==> src/design/bcsh_pkg.sv <==
// Shared types, lookup tables and fixed-point helpers for the bitcrusher core.
package bcsh_pkg;

    // tanh on [0,2], step 1/16, Q0.23
    localparam logic [22:0] TANH_TAB [33] = '{
        23'd0,       23'd523606,  23'd1043149, 23'd1554686, 23'd2054530, 23'd2539316,
        23'd3006116, 23'd3452499, 23'd3876518, 23'd4276756, 23'd4652322, 23'd5002748,
        23'd5328016, 23'd5628479, 23'd5904793, 23'd6157842, 23'd6388714, 23'd6598638,
        23'd6788909, 23'd6960884, 23'd7115922, 23'd7255366, 23'd7380524, 23'd7492646,
        23'd7592932, 23'd7682497, 23'd7762364, 23'd7833517, 23'd7896834, 23'd7953114,
        23'd8003110, 23'd8047486, 23'd8086853
    };

    // 1/tanh(1+0.45r), Q2.22, over r in 1/16 steps
    localparam logic [22:0] INV_TAB [17] = '{
        23'd5507270, 23'd5424917, 23'd5348346, 23'd5277076, 23'd5210676, 23'd5148760,
        23'd5090973, 23'd5037001, 23'd4986553, 23'd4939371, 23'd4895212, 23'd4853860,
        23'd4815115, 23'd4778792, 23'd4744725, 23'd4712758, 23'd4682748
    };

    // 2^(j/16), Q1.15
    localparam logic [15:0] POW2_UP [16] = '{
        16'd32768, 16'd34219, 16'd35734, 16'd37316, 16'd38968, 16'd40693, 16'd42495,
        16'd44376, 16'd46341, 16'd48393, 16'd50535, 16'd52773, 16'd55109, 16'd57549,
        16'd60097, 16'd62757
    };

    // 2^(-j/16), Q1.17
    localparam logic [17:0] POW2_DN [16] = '{
        18'd131072, 18'd125515, 18'd120194, 18'd115098, 18'd110218, 18'd105545,
        18'd101071, 18'd96785,  18'd92682,  18'd88753,  18'd84990,  18'd81387,
        18'd77936,  18'd74632,  18'd71468,  18'd68438
    };

    localparam logic [31:0] SEED_RESET = 32'd1597463007;

    typedef struct packed {
        logic en;     // load accumulator
        logic accum;  // add product to accumulator instead of replacing
    } t_mac_op;

    typedef struct packed {
        logic        sat;
        logic [22:0] base;
        logic [19:0] d;
        logic [18:0] f;
    } t_tanh_lk;

    // rounding right shift, half away from zero
    function automatic logic signed [63:0] rshr(input logic signed [63:0] v,
                                                input logic [6:0] s);
        logic [63:0] m;
        logic [63:0] half;
        m    = v[63] ? 64'(-v) : 64'(v);
        half = (s == 7'd0) ? 64'd0 : (64'd1 << (s - 7'd1));
        m    = (m + half) >> s;
        if (s == 7'd0) begin
            return v;
        end
        return v[63] ? -$signed(m) : $signed(m);
    endfunction

    function automatic logic signed [23:0] sat24(input logic signed [63:0] v);
        if (v < -64'sd8388608) begin
            return -24'sd8388608;
        end else if (v > 64'sd8388607) begin
            return 24'sd8388607;
        end
        return 24'(v);
    endfunction

    // segment fetch for tanh on a magnitude
    function automatic t_tanh_lk tanh_lookup(input logic [25:0] m);
        t_tanh_lk   lk;
        logic [5:0] i;
        i       = {1'b0, m[23:19]};
        lk.sat  = (m[25:24] != 2'b00);
        lk.base = lk.sat ? TANH_TAB[32] : TANH_TAB[i];
        lk.d    = 20'(TANH_TAB[i + 6'd1] - TANH_TAB[i]);
        lk.f    = m[18:0];
        return lk;
    endfunction

endpackage

==> src/design/bcsh_mac.sv <==
// Shared signed multiply-accumulate unit with registered accumulator.
module bcsh_mac (
    input  logic                 i_clk,
    input  logic                 i_rst_n,
    input  bcsh_pkg::t_mac_op    i_op,
    input  logic signed [35:0]   i_a,
    input  logic signed [25:0]   i_b,
    output logic signed [63:0]   o_acc
);
    import bcsh_pkg::*;

    logic signed [61:0] prod;
    logic signed [63:0] r_acc;

    assign prod  = i_a * i_b;
    assign o_acc = r_acc;

    always_ff @(posedge i_clk) begin
        if (!i_rst_n) begin
            r_acc <= '0;
        end else if (i_op.en) begin
            r_acc <= i_op.accum ? r_acc + 64'(prod) : 64'(prod);
        end
    end
endmodule

==> config.mk <==
export PLATFORM = sky130hd
export DESIGN_NAME = bcsh_mac
export DESIGN_NICKNAME = d
export VERILOG_FILES = /design/src/design/bcsh_pkg.sv /design/src/design/bcsh_mac.sv
export SDC_FILE = /design/constraint.sdc
export NUM_CORES = 2
export LEC_CHECK = 0
export BUFFER_PORTS_ARGS = -buffer_cell sky130_fd_sc_hd__clkbuf_2
export CORE_ASPECT_RATIO = 0.6
export CORE_MARGIN = 8
export CORE_UTILIZATION = 50
export CTS_BUF_LIST = sky130_fd_sc_hd__clkbuf_8 sky130_fd_sc_hd__clkbuf_16
export DETAILED_ROUTE_END_ITERATION = 12
export HOLD_SLACK_MARGIN = 0.12
export PLACE_DENSITY = 0.77
export SYNTH_ARGS = -nofsm -noshare
export SYNTH_HDL_FRONTEND = slang
export SYNTH_SLANG_ARGS = --single-unit
==> constraint.sdc <==
create_clock -name i_clk -period 14.7 [get_ports i_clk]
set_clock_uncertainty 0.1 [all_clocks]
set_input_delay 3.675 -clock i_clk [delete_from_list [all_inputs] [get_ports i_clk]]
set_output_delay 3.675 -clock i_clk [all_outputs]
set_load 0.05 [all_outputs]
# After elaboration in Yosys (flattened, before gate mapping)

Index checks and enable logic that the tools add are counted.
Widths: inputs -> output; s select.

Bits in registers: 64
Input bits: 66
Logic and storage cells: 4
Output and inout port bits: 64

Add/sub/neg operators: 1
Multiplexer cells: 1
Multiply operators: 1

Operator list:

| cell           | count |
|---|---|
| $add 64x62->64 | 1 |
| $mux 64        | 1 |
| $mul 36x26->62 | 1 |

# Depth between registers and ports, before layout

Depth after elaboration: 3
Mapped depth: 45
Mapped depth without buffers: 42

# Worst setup path before layout

OpenSTA, ideal clock, no wires.

Path kind: input -> register
Start: in i_b[2]
End: reg r_acc[57], in the netlist o_acc[57]
Library setup time: 0.070 ns
Stages: 39
Arrival: 12.948 ns
Buffers on the path: 2
Slack: 1.582 ns
Data required time: 14.530 ns
Cell sequence: clkbuf_1 > clkbuf_1 > nand2_1 > fa_1 > inv_1 > fa_1 > inv_1 > fa_1 > inv_1 > fa_1 > fa_1 > fa_1 > inv_1 > fa_1 > inv_1 > ha_1 > o21ai_1 > nand2b_1 > (+3 left out) > a221o_1 > a311o_2 > a221o_2 > a311oi_4 > o21ai_2 > xor2_1 > ha_1 > a21oi_1 > nand2_1 > or2_2 > o31ai_1 > o21ai_1 > a31o_2 > a211o_1 > a21oi_1 > xnor2_1 > mux2i_1 > a21oi_1

Cells in the longest elaborated chain, start to end: 3

Ends and longest elaborated chain:

| element              | line           | RTL |
|---|---|---|
| from (decl)          | bcsh_mac.sv:7  | `input logic signed [25:0] i_b,` |
| $mul 36x26->62 *     | bcsh_mac.sv:15 | `assign prod = i_a * i_b;` |
| $add 64x62->64       | bcsh_mac.sv:22 | `r_acc <= i_op.accum ? r_acc + 64'(prod) : 64'(prod);` |
| $mux 64 *            | bcsh_mac.sv:22 |  |
| to (signal assigned) | bcsh_mac.sv:22 |  |
| to (decl)            | bcsh_mac.sv:13 | `logic signed [63:0] r_acc;` |

Mark *: on every way between the ends. The rest lies on a longest branch, timed or not.
A chain may end at the register's enable or synchronous reset.

# Final worst setup path

Start: in i_a[14]
End: reg r_acc[61], in the netlist o_acc[61]

Cells in the longest elaborated chain, start to end: 3

Ends and longest elaborated chain:

| element          | line           | RTL |
|---|---|---|
| from (decl)      | bcsh_mac.sv:6  | `input logic signed [35:0] i_a,` |
| $mul 36x26->62 * | bcsh_mac.sv:15 |  |
| $add 64x62->64   | bcsh_mac.sv:22 |  |
| $mux 64 *        | bcsh_mac.sv:22 |  |

Marks and branches as above.

==> out/metrics.yaml <==
start_util: 0.505
cpLargestDelayFamily: "adder cells"
synth_ff_type: "dfxtp_1"
worst_slew_pin_slew_ns: 1.02
wirelength_mm: 108
area_growth_pct: 4.38
dieArea_um2: 85800
netlist_instances: 4354
syn_avg_cell_area_um2: 8.77
grt_overflow: 0
rows: 78
crit_required_ns: 14.87
cp_slowest_cell: "clkbuf_2"
drv_slew: 0
yosysWarningCount: 0
grt_max_degree: 68
slew-limit-headroom: 0.321
die_h_um: 230
synth.distinct_cells: 75
finalCriticalPeriod_ns: 13.88
setup_viol: 0
vias: 29573
io_pins: 130
cts_made_buffers: 9
tritoncts: "built"
hold_viol: 0
rsz0062_at_grt: "no"
cp_num_buf_inv: 8
largest_reg_flops: 64
grt_pass1_vias: 31165
drc: 0
async_flop_share: 0
ys_seq_elements: 64
cp_max_fo: 26
final_cell_mix: "inv_1 (997), fa_1 (951), nand2_1 (677)"
drive_gt1_frac: 0.0495
hp-class: "flip-flop to flip-flop"
routed_via_density: 5.55
clk_path_buf_depth: 2
clkTransAtPathRegs_ns: 0.05
antenna_found_initial: 6
portBuffers: 129
arrival_ns: 14.05
nNetsFinal: 5568
syn-num-nets: 5602
yosysSeqAreaShare: 0.0335
htreeDepth: 3
hold_buffers: 0
gr-usage-all-layers: 0.253
cts_sinks: 64
end_kind: "flip-flop"
path_class: "input pin to flip-flop"
start_kind: "input pin"
dr.pass1.iters: 6
regArea_um2: 1280
dp_hpwl_mm: 90.5
syn_area_um2: 38200
first_iter_violations: 2825
post-route-period-util: 0.944
fin_tns_setup_ns: 0
fmax_mhz: 72.0
status: "finished, final reports clean"
ctsResizeCount: 0
hold-worst-slack_ns: 0.400
postCtsSetupBuffers: 0
place.gp.congestion: 0.992
max_cap_viol_count: 0
max_stage_delay_ns: 0.63
wl_per_cell_um: 20.2
die_w_um: 373
synth-edff-count: 0
cts_root_buf: "clkbuf_16"
antenna_left: 0
fillers: 6782
grt_pass1_wl_mm: 174
core-area_um2: 75600
layout_commonest_cell: "inv_1"
multi_input_area_um2: 32300
clkLatencyLatePin_ns: 0.36
metrics by stage:
stage / area [um2] / setup WS [ns] / cells / utilization
after floorplan: 38200 / 1.58 / 4354 / -
after global placement: 39600 / 0.824 / 5309 / 0.523
after detailed placement: 39600 / 0.734 / 5309 / 0.523
after CTS: 39900 / 1.07 / 5325 / 0.527
after global routing: 39900 / 0.429 / 5328 / 0.527
final: 39900 / 0.821 / 5328 / 0.527
worst register-to-register path: stages, from the launching register on:
cell and delay, ns:
dfxtp_1 0.36, ha_1 0.25, fa_1 0.43, a21o_1 0.18, a21oi_1 0.26, o211ai_1 0.14
a21oi_2 0.27, o211ai_1 0.19, a31oi_1 0.32, o21ai_1 0.21, a211oi_1 0.44, o31ai_1 0.21
a21oi_1 0.56, o31ai_1 0.20, xor2_1 0.17, o221ai_1 0.16, o21ba_1 0.17
cell usage after synthesis, drive strengths merged, types with 12 or more instances:
cell type    n  share of area
nand2      678          0.067
nor3        13         0.0017
xor2        38         0.0087
nand3       25         0.0033
o21a        15         0.0029
fa         951           0.50
and2       322          0.053
a21oi      141          0.019
nand2b      28         0.0046
o21ai      105          0.014
mux2i       27         0.0071
ha         231          0.076
o211ai      12         0.0024
dfxtp       64          0.034
a31oi       34         0.0057
o21bai      17         0.0033
xnor2       83          0.019
a211oi      29         0.0060
and3        18         0.0030
nor2b       15         0.0027
clkbuf     207          0.021
inv        993          0.098
nor2       109          0.011
a21o        83          0.016
metal layers:
metal	global-route usage	vias to the layer above	share of wire
met1	0.366	14813	0.42
li1	-	12908	-
met4	0.0563	6	0.023
met5	0	-	0.00033
met2	0.372	1641	0.42
met3	0.0777	205	0.13
area by class of cell:
cell class,instances,share of cell area
Antenna cell,3,0.000188
Sequential cell,64,0.0321
Multi-Input combinational cell,3079,0.811
Tap cell,1000,0.0314
Clock inverter,6,0.00135
Timing Repair Buffer,172,0.0244
Inverter,994,0.0936
Clock buffer,10,0.00600
cell families (layout without fill, tap and decap cells):
family                     count (synthesis)  count (layout)  share of synthesized area
and+or+nand+nor                         1253            1253                      0.154
buffers and inverters                   1211            1182                      0.120
adders and majority gates               1182            1182                      0.574
AOI/OAI and AO/OA                        496             496                     0.0834
xor gates and xnor gates                 121             121                     0.0278
DFF                                       64              64                     0.0335
muxes                                     27              27                    0.00708
other                                      0               3                          0
final timing paths:
| kind | slack [ns] | startpoint | endpoint | cells past startpoint |
|---|---|---|---|---|
| setup / recovery | 0.82 | i_a[14] | o_acc[61]$_SDFFE_PN0P_ | 40 |
| hold / removal | 0.40 | o_acc[45]$_SDFFE_PN0P_ | o_acc[45]$_SDFFE_PN0P_ | 2 |
| setup reg to reg | 9.97 | o_acc[0]$_SDFFE_PN0P_ | o_acc[60]$_SDFFE_PN0P_ | 16 |
| hold reg to reg | 0.40 | o_acc[45]$_SDFFE_PN0P_ | o_acc[45]$_SDFFE_PN0P_ | 2 |
Power is not shown: default switching activity piles up to over one toggle a cycle in this logic, so the estimate is an artifact.
