File: src/design/bcsh_pkg.sv
// Shared types, lookup tables and fixed-point helpers for the bitcrusher core.
package bcsh_pkg;

    // tanh on [0,2], step 1/16, Q0.23
    localparam logic [22:0] TANH_TAB [33] = '{
        23'd0,       23'd523606,  23'd1043149, 23'd1554686, 23'd2054530, 23'd2539316,
        23'd3006116, 23'd3452499, 23'd3876518, 23'd4276756, 23'd4652322, 23'd5002748,
        23'd5328016, 23'd5628479, 23'd5904793, 23'd6157842, 23'd6388714, 23'd6598638,
        23'd6788909, 23'd6960884, 23'd7115922, 23'd7255366, 23'd7380524, 23'd7492646,
        23'd7592932, 23'd7682497, 23'd7762364, 23'd7833517, 23'd7896834, 23'd7953114,
        23'd8003110, 23'd8047486, 23'd8086853
    };

    // 1/tanh(1+0.45r), Q2.22, over r in 1/16 steps
    localparam logic [22:0] INV_TAB [17] = '{
        23'd5507270, 23'd5424917, 23'd5348346, 23'd5277076, 23'd5210676, 23'd5148760,
        23'd5090973, 23'd5037001, 23'd4986553, 23'd4939371, 23'd4895212, 23'd4853860,
        23'd4815115, 23'd4778792, 23'd4744725, 23'd4712758, 23'd4682748
    };

    // 2^(j/16), Q1.15
    localparam logic [15:0] POW2_UP [16] = '{
        16'd32768, 16'd34219, 16'd35734, 16'd37316, 16'd38968, 16'd40693, 16'd42495,
        16'd44376, 16'd46341, 16'd48393, 16'd50535, 16'd52773, 16'd55109, 16'd57549,
        16'd60097, 16'd62757
    };

    // 2^(-j/16), Q1.17
    localparam logic [17:0] POW2_DN [16] = '{
        18'd131072, 18'd125515, 18'd120194, 18'd115098, 18'd110218, 18'd105545,
        18'd101071, 18'd96785,  18'd92682,  18'd88753,  18'd84990,  18'd81387,
        18'd77936,  18'd74632,  18'd71468,  18'd68438
    };

    localparam logic [31:0] SEED_RESET = 32'd1597463007;

    typedef struct packed {
        logic en;     // load accumulator
        logic accum;  // add product to accumulator instead of replacing
    } t_mac_op;

    typedef struct packed {
        logic        sat;
        logic [22:0] base;
        logic [19:0] d;
        logic [18:0] f;
    } t_tanh_lk;

    // rounding right shift, half away from zero
    function automatic logic signed [63:0] rshr(input logic signed [63:0] v,
                                                input logic [6:0] s);
        logic [63:0] m;
        logic [63:0] half;
        m    = v[63] ? 64'(-v) : 64'(v);
        half = (s == 7'd0) ? 64'd0 : (64'd1 << (s - 7'd1));
        m    = (m + half) >> s;
        if (s == 7'd0) begin
            return v;
        end
        return v[63] ? -$signed(m) : $signed(m);
    endfunction

    function automatic logic signed [23:0] sat24(input logic signed [63:0] v);
        if (v < -64'sd8388608) begin
            return -24'sd8388608;
        end else if (v > 64'sd8388607) begin
            return 24'sd8388607;
        end
        return 24'(v);
    endfunction

    // segment fetch for tanh on a magnitude
    function automatic t_tanh_lk tanh_lookup(input logic [25:0] m);
        t_tanh_lk   lk;
        logic [5:0] i;
        i       = {1'b0, m[23:19]};
        lk.sat  = (m[25:24] != 2'b00);
        lk.base = lk.sat ? TANH_TAB[32] : TANH_TAB[i];
        lk.d    = 20'(TANH_TAB[i + 6'd1] - TANH_TAB[i]);
        lk.f    = m[18:0];
        return lk;
    endfunction

endpackage

File: src/design/bcsh_isqrt.sv
// Iterative integer square root (floor), one root bit per pass.
module bcsh_isqrt (
    input  logic        i_clk,
    input  logic        i_rst_n,
    input  logic        i_start,
    input  logic [32:0] i_val,
    output logic [16:0] o_root,
    output logic        o_done
);
    import bcsh_pkg::*;

    logic [32:0] r_v;
    logic [33:0] r_res;
    logic [32:0] r_bit;
    logic [4:0]  r_cnt;
    logic        r_busy;
    logic        r_done;
    logic [33:0] sum;

    assign sum    = r_res + {1'b0, r_bit};
    assign o_root = r_res[16:0];
    assign o_done = r_done;

    always_ff @(posedge i_clk) begin
        if (!i_rst_n) begin
            r_busy <= 1'b0;
            r_done <= 1'b0;
            r_cnt  <= '0;
        end else if (i_start) begin
            r_v    <= i_val;
            r_res  <= '0;
            r_bit  <= 33'h1_0000_0000;
            r_cnt  <= '0;
            r_busy <= 1'b1;
            r_done <= 1'b0;
        end else if (r_busy) begin
            if ({1'b0, r_v} >= sum) begin
                r_v   <= r_v - sum[32:0];
                r_res <= (r_res >> 1) + {1'b0, r_bit};
            end else begin
                r_res <= r_res >> 1;
            end
            r_bit <= r_bit >> 2;
            r_cnt <= r_cnt + 5'd1;
            if (r_cnt == 5'd16) begin
                r_busy <= 1'b0;
                r_done <= 1'b1;
            end
        end
    end
endmodule

File: config.mk
export PLATFORM = sky130hd
export DESIGN_NAME = bcsh_isqrt
export DESIGN_NICKNAME = d
export VERILOG_FILES = /design/src/design/bcsh_pkg.sv /design/src/design/bcsh_isqrt.sv
export SDC_FILE = /design/constraint.sdc
export NUM_CORES = 1
export LEC_CHECK = 0
export BUFFER_PORTS_ARGS = -buffer_cell sky130_fd_sc_hd__buf_2
export CAP_MARGIN = 20
export CELL_PAD_IN_SITES_DETAIL_PLACEMENT = 0
export CELL_PAD_IN_SITES_GLOBAL_PLACEMENT = 2
export CORE_MARGIN = 5
export CORE_UTILIZATION = 36
export CTS_CLUSTER_DIAMETER = 200
export DETAILED_ROUTE_END_ITERATION = 6
export PLACE_DENSITY = 0.76
export SYNTH_ARGS = -nofsm -noshare
export SYNTH_HDL_FRONTEND = slang
export SYNTH_SLANG_ARGS = --single-unit
File: constraint.sdc
create_clock -name i_clk -period 5.4 [get_ports i_clk]
set_input_delay 0.27 -clock i_clk [delete_from_list [all_inputs] [get_ports i_clk]]
set_output_delay 0.27 -clock i_clk [all_outputs]
set_load 0.02 [all_outputs]
# Yosys cells after proc, flatten, opt, wreduce, memory -nomap -nowiden

Index checks and enable logic that the tools add are counted.

Add/sub/neg operators: 4
Order comparisons: 1
Eq/ne operators: 1
Muxes and demuxes: 9
Bitwise logic cells: 1
Reduce and logical (&&, ||, !) cells: 6

Operators by type and width:

| cell                                         | count |
|---|---|
| 2-to-1 mux 33 bit                            | 4 |
| 2-to-1 mux 34 bit                            | 2 |
| adder 33 x 33 -> 34 bit                      | 1 |
| adder 34 x 33 -> 34 bit                      | 1 |
| >= comparator 33 x 34 -> 1 bit               | 1 |
| subtractor 33 bit                            | 1 |
| adder 5 x 1 -> 5 bit (second input constant) | 1 |
| == test 5 bit (second input constant)        | 1 |
| AND reduction 2 bit                          | 2 |
| nonzero test 2 bit                           | 2 |
| 2-to-1 mux 1 bit                             | 3 |
| AND reduction 3 bit                          | 1 |
| OR reduction 2 bit                           | 1 |
| inverter 1 bit                               | 1 |

Flip-flop bits (word level): 91
Bits of input ports: 36
Word-level logic and storage cells: 28

# Logic depth before layout (Yosys ltp)

Depth in word-level cells: 5
Gate-level depth with buffers: 20

# Least setup slack after synthesis

Ideal clock, no wire load.

Kind: reg-to-reg
Start point: register r_res[10]
End point: register r_v[0], enable pin
Library setup time: 0.392 ns
Arrival time: 4.684 ns
Setup slack: 0.324 ns
Cell stages (with the launch flop): 19
Clock period less this slack: 5.076 ns
Cells stage by stage: edfxtp_1 > ha_1 > a31oi_1 > nor3_1 > a311oi_2 > o21ai_0 > a31oi_1 > nor2b_1 > xnor2_1 > ha_1 > and3_1 > nor2b_1 > and3_1 > nor2b_1 > a211oi_1 > a21boi_2 > nor3_2 > buf_6 > o21a_1

Cells in the longest elaborated chain, start to end: 4

RTL lines:

| what                                 | RTL line         | text |
|---|---|---|
| start: declaration                   | bcsh_isqrt.sv:13 | `logic [33:0] r_res;` |
| start signal: assignment             | bcsh_isqrt.sv:39 | `r_res <= (r_res >> 1) + {1'b0, r_bit};` |
| start signal: assignment             | bcsh_isqrt.sv:41 | `r_res <= r_res >> 1;` |
| adder 34 x 33 -> 34 bit              | bcsh_isqrt.sv:20 | `assign sum = r_res + {1'b0, r_bit};` |
| >= comparator 33 x 34 -> 1 bit       | bcsh_isqrt.sv:37 | `if ({1'b0, r_v} >= sum) begin` |
| nonzero test 2 bit (no source line)  | -                |  |
| AND reduction 3 bit (no source line) | -                |  |
| end signal: assignment               | bcsh_isqrt.sv:30 | `r_v <= i_val;` |
| end signal: assignment               | bcsh_isqrt.sv:38 | `r_v <= r_v - sum[32:0];` |
| end: declaration                     | bcsh_isqrt.sv:12 | `logic [32:0] r_v;` |

No other way between the ends.
A chain may end at the register's enable or synchronous reset.

# Final worst setup path

Start point: register r_res[10]
End point: register r_res[7], data pin

Cells in the longest elaborated chain, start to end: 4

RTL lines:

| what                           | RTL line         | text |
|---|---|---|
| adder 34 x 33 -> 34 bit        | bcsh_isqrt.sv:20 |  |
| >= comparator 33 x 34 -> 1 bit | bcsh_isqrt.sv:37 |  |
| 2-to-1 mux 34 bit              | bcsh_isqrt.sv:37 |  |
| 2-to-1 mux 34 bit              | bcsh_isqrt.sv:36 | `end else if (r_busy) begin` |

No other way between the ends. The select of a mux whose other input is x is not followed.

==> impl_metrics.tcl <==
set metrics [dict create \
    port_buffers 53 \
    p_int_mw 1.76 \
    clockBufferDepth 2 \
    setup_tns_ns 0 \
    sequentialPowerShare_pct 32.6 \
    die_x_um 158 \
    drcViolationCount 0 \
    r2r_setup_slack_ns 0.36 \
    worst_ep_arrival_time_ns 5.14 \
    wire_per_inst_um 18.2 \
    final-seq-area_mm2 0.00266 \
    p_sw_mw 1.09 \
    period_share_pct 93.2 \
    grt-busiest-layer "met2" \
    initial_utilization_pct 36.4 \
    grtUsageMet1_pct 23.8 \
    synth_seq_cells 91 \
    maxCapViolations 0 \
    utilization_pct 40.3 \
    fmax_mhz 199 \
    netSwitchingFraction_pct 38.2 \
    period_needed_ns 5.04 \
    place.gp.congestion 0.813 \
    critPathRequiredTime_ns 5.51 \
    worstReg2RegStart "r_res[10]" \
    multi_input_area_mm2 0.00490 \
    viasPerCell 5.46 \
    synth_top_cell_by_area "edfxtp_1" \
    grt_pass1_wl_um 34800 \
    status "finished clean" \
    crit_path_end_kind "flip-flop" \
    ios 54 \
    area_growth_pct 10.6 \
    drv_slew 0 \
    grt_pass1_vias 6486 \
    use_met3_pct 2.38 \
    core_mm2 0.0217 \
    wirelength_um 21300 \
    numCtsBuffers 9 \
    hold_start "i_val[6]" \
    syn_avg_cell_area_um2 9.24 \
    crit_path_start_kind "flip-flop" \
    min_path_cells 3 \
    clkPwrFrac_pct 25.1 \
    htreeDepth 3 \
    synth.cell_area_mm2 0.00790 \
    hold_slack_ns 0.190 \
    grt-ovfl-total 0 \
    comb_power_share_pct 42.3 \
    dp_hpwl_um 16100 \
    synth-edff-count 84 \
    r2r-end "r_res[7]" \
    synth_top_area_share_pct 31.9 \
    p_per_area_mw_per_mm2 327 \
    setup_viol 0 \
    postRouteAntennaNets 0 \
    rsz0062_at_grt "false" \
    nets 998 \
    track_usage_pct 17.5 \
    via_count 6415 \
    dr.pass1.iters 5 \
    diodes 0 \
    cellLeakagePower_nw 3.31 \
    ys_types 74 \
    crit_fanout 9 \
    reg2regPathDepth 18 \
    antenna_found_initial 0 \
    synth_async_sr_flop_share_pct 0 \
    cts_sinks 91 \
    relSlewSlack_pct 33.5 \
    hold_path.class "in2reg" \
    num-fill-cells 2238 \
    clk_latency_ns 0.36 \
    synth-seq-area-share_pct 33.7 \
    peakVddDrop_uv 161 \
    synth_nets 963 \
    rows 54 \
    drt-initial-drc-count 319 \
    clkTransAtPathRegs_ns 0.07 \
    tritoncts "done" \
    synth_common_cells "nand2_1 (90), edfxtp_1 (84), ha_1 (71)" \
    holdPathEnd "r_v[6]" \
    cts_root_buffer "clkbuf_16" \
    post_cts_buffers 0 \
    grt_max_degree 69 \
    die-area_mm2 0.0250 \
    synth_flop_cell "edfxtp_1" \
    worst_pin_slew_ns 0.996 \
    met2_usage_pct 29.3 \
    die_h_um 158 \
    drive_gt1_share_pct 14.5 \
    yosysMostFrequentCell "nand2_1" \
    ys_warn_count 0 \
    synthTopCellsByArea "edfxtp_1 (32%), ha_1 (11%), xor2_1 (4.4%), nand2_1 (4.3%), xnor2_1 (4.2%)" \
    netlist_instances 855 \
    finClkSkew_ns 0.0146 \
    critPathKind "reg2reg" \
    hold_viol 0 \
]
-- sequential cells by signal, indices dropped and copies added (netlist names) --
| name | cells |
|---|---|
| r_v | 33 |
| r_busy | 1 |
| o_done | 1 |
| r_cnt | 5 |
| r_res | 34 |
| r_bit | 17 |
-- critical path, stage by stage (launching register included) --
cell and delay [ns]:
edfxtp_1 0.50, ha_1 0.39, a31oi_2 0.26, nor3_1 0.09, a311oi_2 0.35, o21ai_1 0.24
a31oi_1 0.27, nor2b_1 0.09, xnor2_1 0.15, ha_1 0.38, and3_1 0.23, nor2b_1 0.19
and3_1 0.20, nor2b_1 0.24, a211o_1 0.24, a21boi_2 0.12, buf_4 0.19, nor4_1 0.30
mux2_2 0.37
-- how the worst max path moves through the flow --
stage | startpoint | end | slack (ns) | depth (start not counted)
6_report | r_res[10] | r_res[7] | 0.36 | 18
5_1_grt | r_res[10] | r_res[11] | 0.004 | 19
4_1_cts | r_res[10] | r_res[19] | 0.21 | 17
3_5_place_dp | r_res[10] | r_res[19] | 0.22 | 17
3_3_place_gp | r_res[10] | r_res[19] | 0.38 | 17
2_1_floorplan | r_res[10] | r_v[0] | 0.32 | 18
-- power by group through the flow --
stage                     Clock (mW)  Sequential, mW  Combinational, mW
after floorplan                    0           0.925              0.934
after global placement             0           0.946               1.21
after detailed placement           0           0.947               1.20
after CTS                      0.741           0.932               1.21
after global routing           0.774           0.938               1.35
final                          0.717           0.930               1.21
-- final cells by class --
| type | count | area share (%) |
|---|---|---|
| Clock inverter | 4 | 0.358 |
| Sequential cell | 91 | 30.5 |
| Multi-Input combinational cell | 696 | 56.1 |
| Timing Repair Buffer | 72 | 4.74 |
| Tap cell | 280 | 4.01 |
| Inverter | 20 | 0.859 |
| Clock buffer | 12 | 3.44 |
-- stage by stage --
stage | power [mW] | setup slack (ns) | cells | instance area, um2
6_report | 2.85 | 0.365 | 1175 | 8740
4_1_cts | 2.88 | 0.215 | 1175 | 8710
3_5_place_dp | 2.15 | 0.222 | 1159 | 8380
2_1_floorplan | 1.86 | 0.324 | 855 | 7900
5_1_grt | 3.06 | 0.00356 | 1175 | 8740
3_3_place_gp | 2.15 | 0.379 | 1159 | 8380
-- kinds of logic after synthesis --
group | after synthesis | synth area share, %
AOI/OAI and AO/OA | 250 | 21.6
xor gates and xnor gates | 80 | 9.06
adders and majority gates | 72 | 11.5
buffers and inverters | 68 | 4.45
DFF | 91 | 33.7
muxes | 19 | 2.69
and+or+nand+nor | 275 | 17.0
-- layer usage --
| metal | vias to the layer above | wire length, um |
|---|---|---|
| met5 | - | 0 |
| met4 | 0 | 320 |
| met3 | 18 | 616 |
| met2 | 98 | 10200 |
| met1 | 3051 | 10200 |
| li1 | 3248 | - |
-- cells in the final DEF (no fill, tap or decap), types with 5 or more instances in the layout --
cell	n
nor2b_1	43
nor2_1	60
ha_1	71
nand3_1	11
nor3_1	8
a211oi_1	26
and3_1	10
buf_4	19
o21a_1	6
mux2_2	9
o21bai_1	11
xnor2_1	38
buf_2	52
edfxtp_1	84
o21ai_0	56
a21oi_1	43
dfxtp_1	7
o211ai_1	5
a21o_1	11
clkbuf_16	12
nor4_1	11
xor2_1	40
nand2_1	90
nand4_1	15
a31oi_1	41
nand2b_1	9
mux2_1	9
inv_1	20
-- timing repair --
item	CTS	global route
endpoints found under the setup margin	0	65
hold buffers	0	0
resized for setup	0	5
Note: power is estimated with default switching activity, not from simulation.
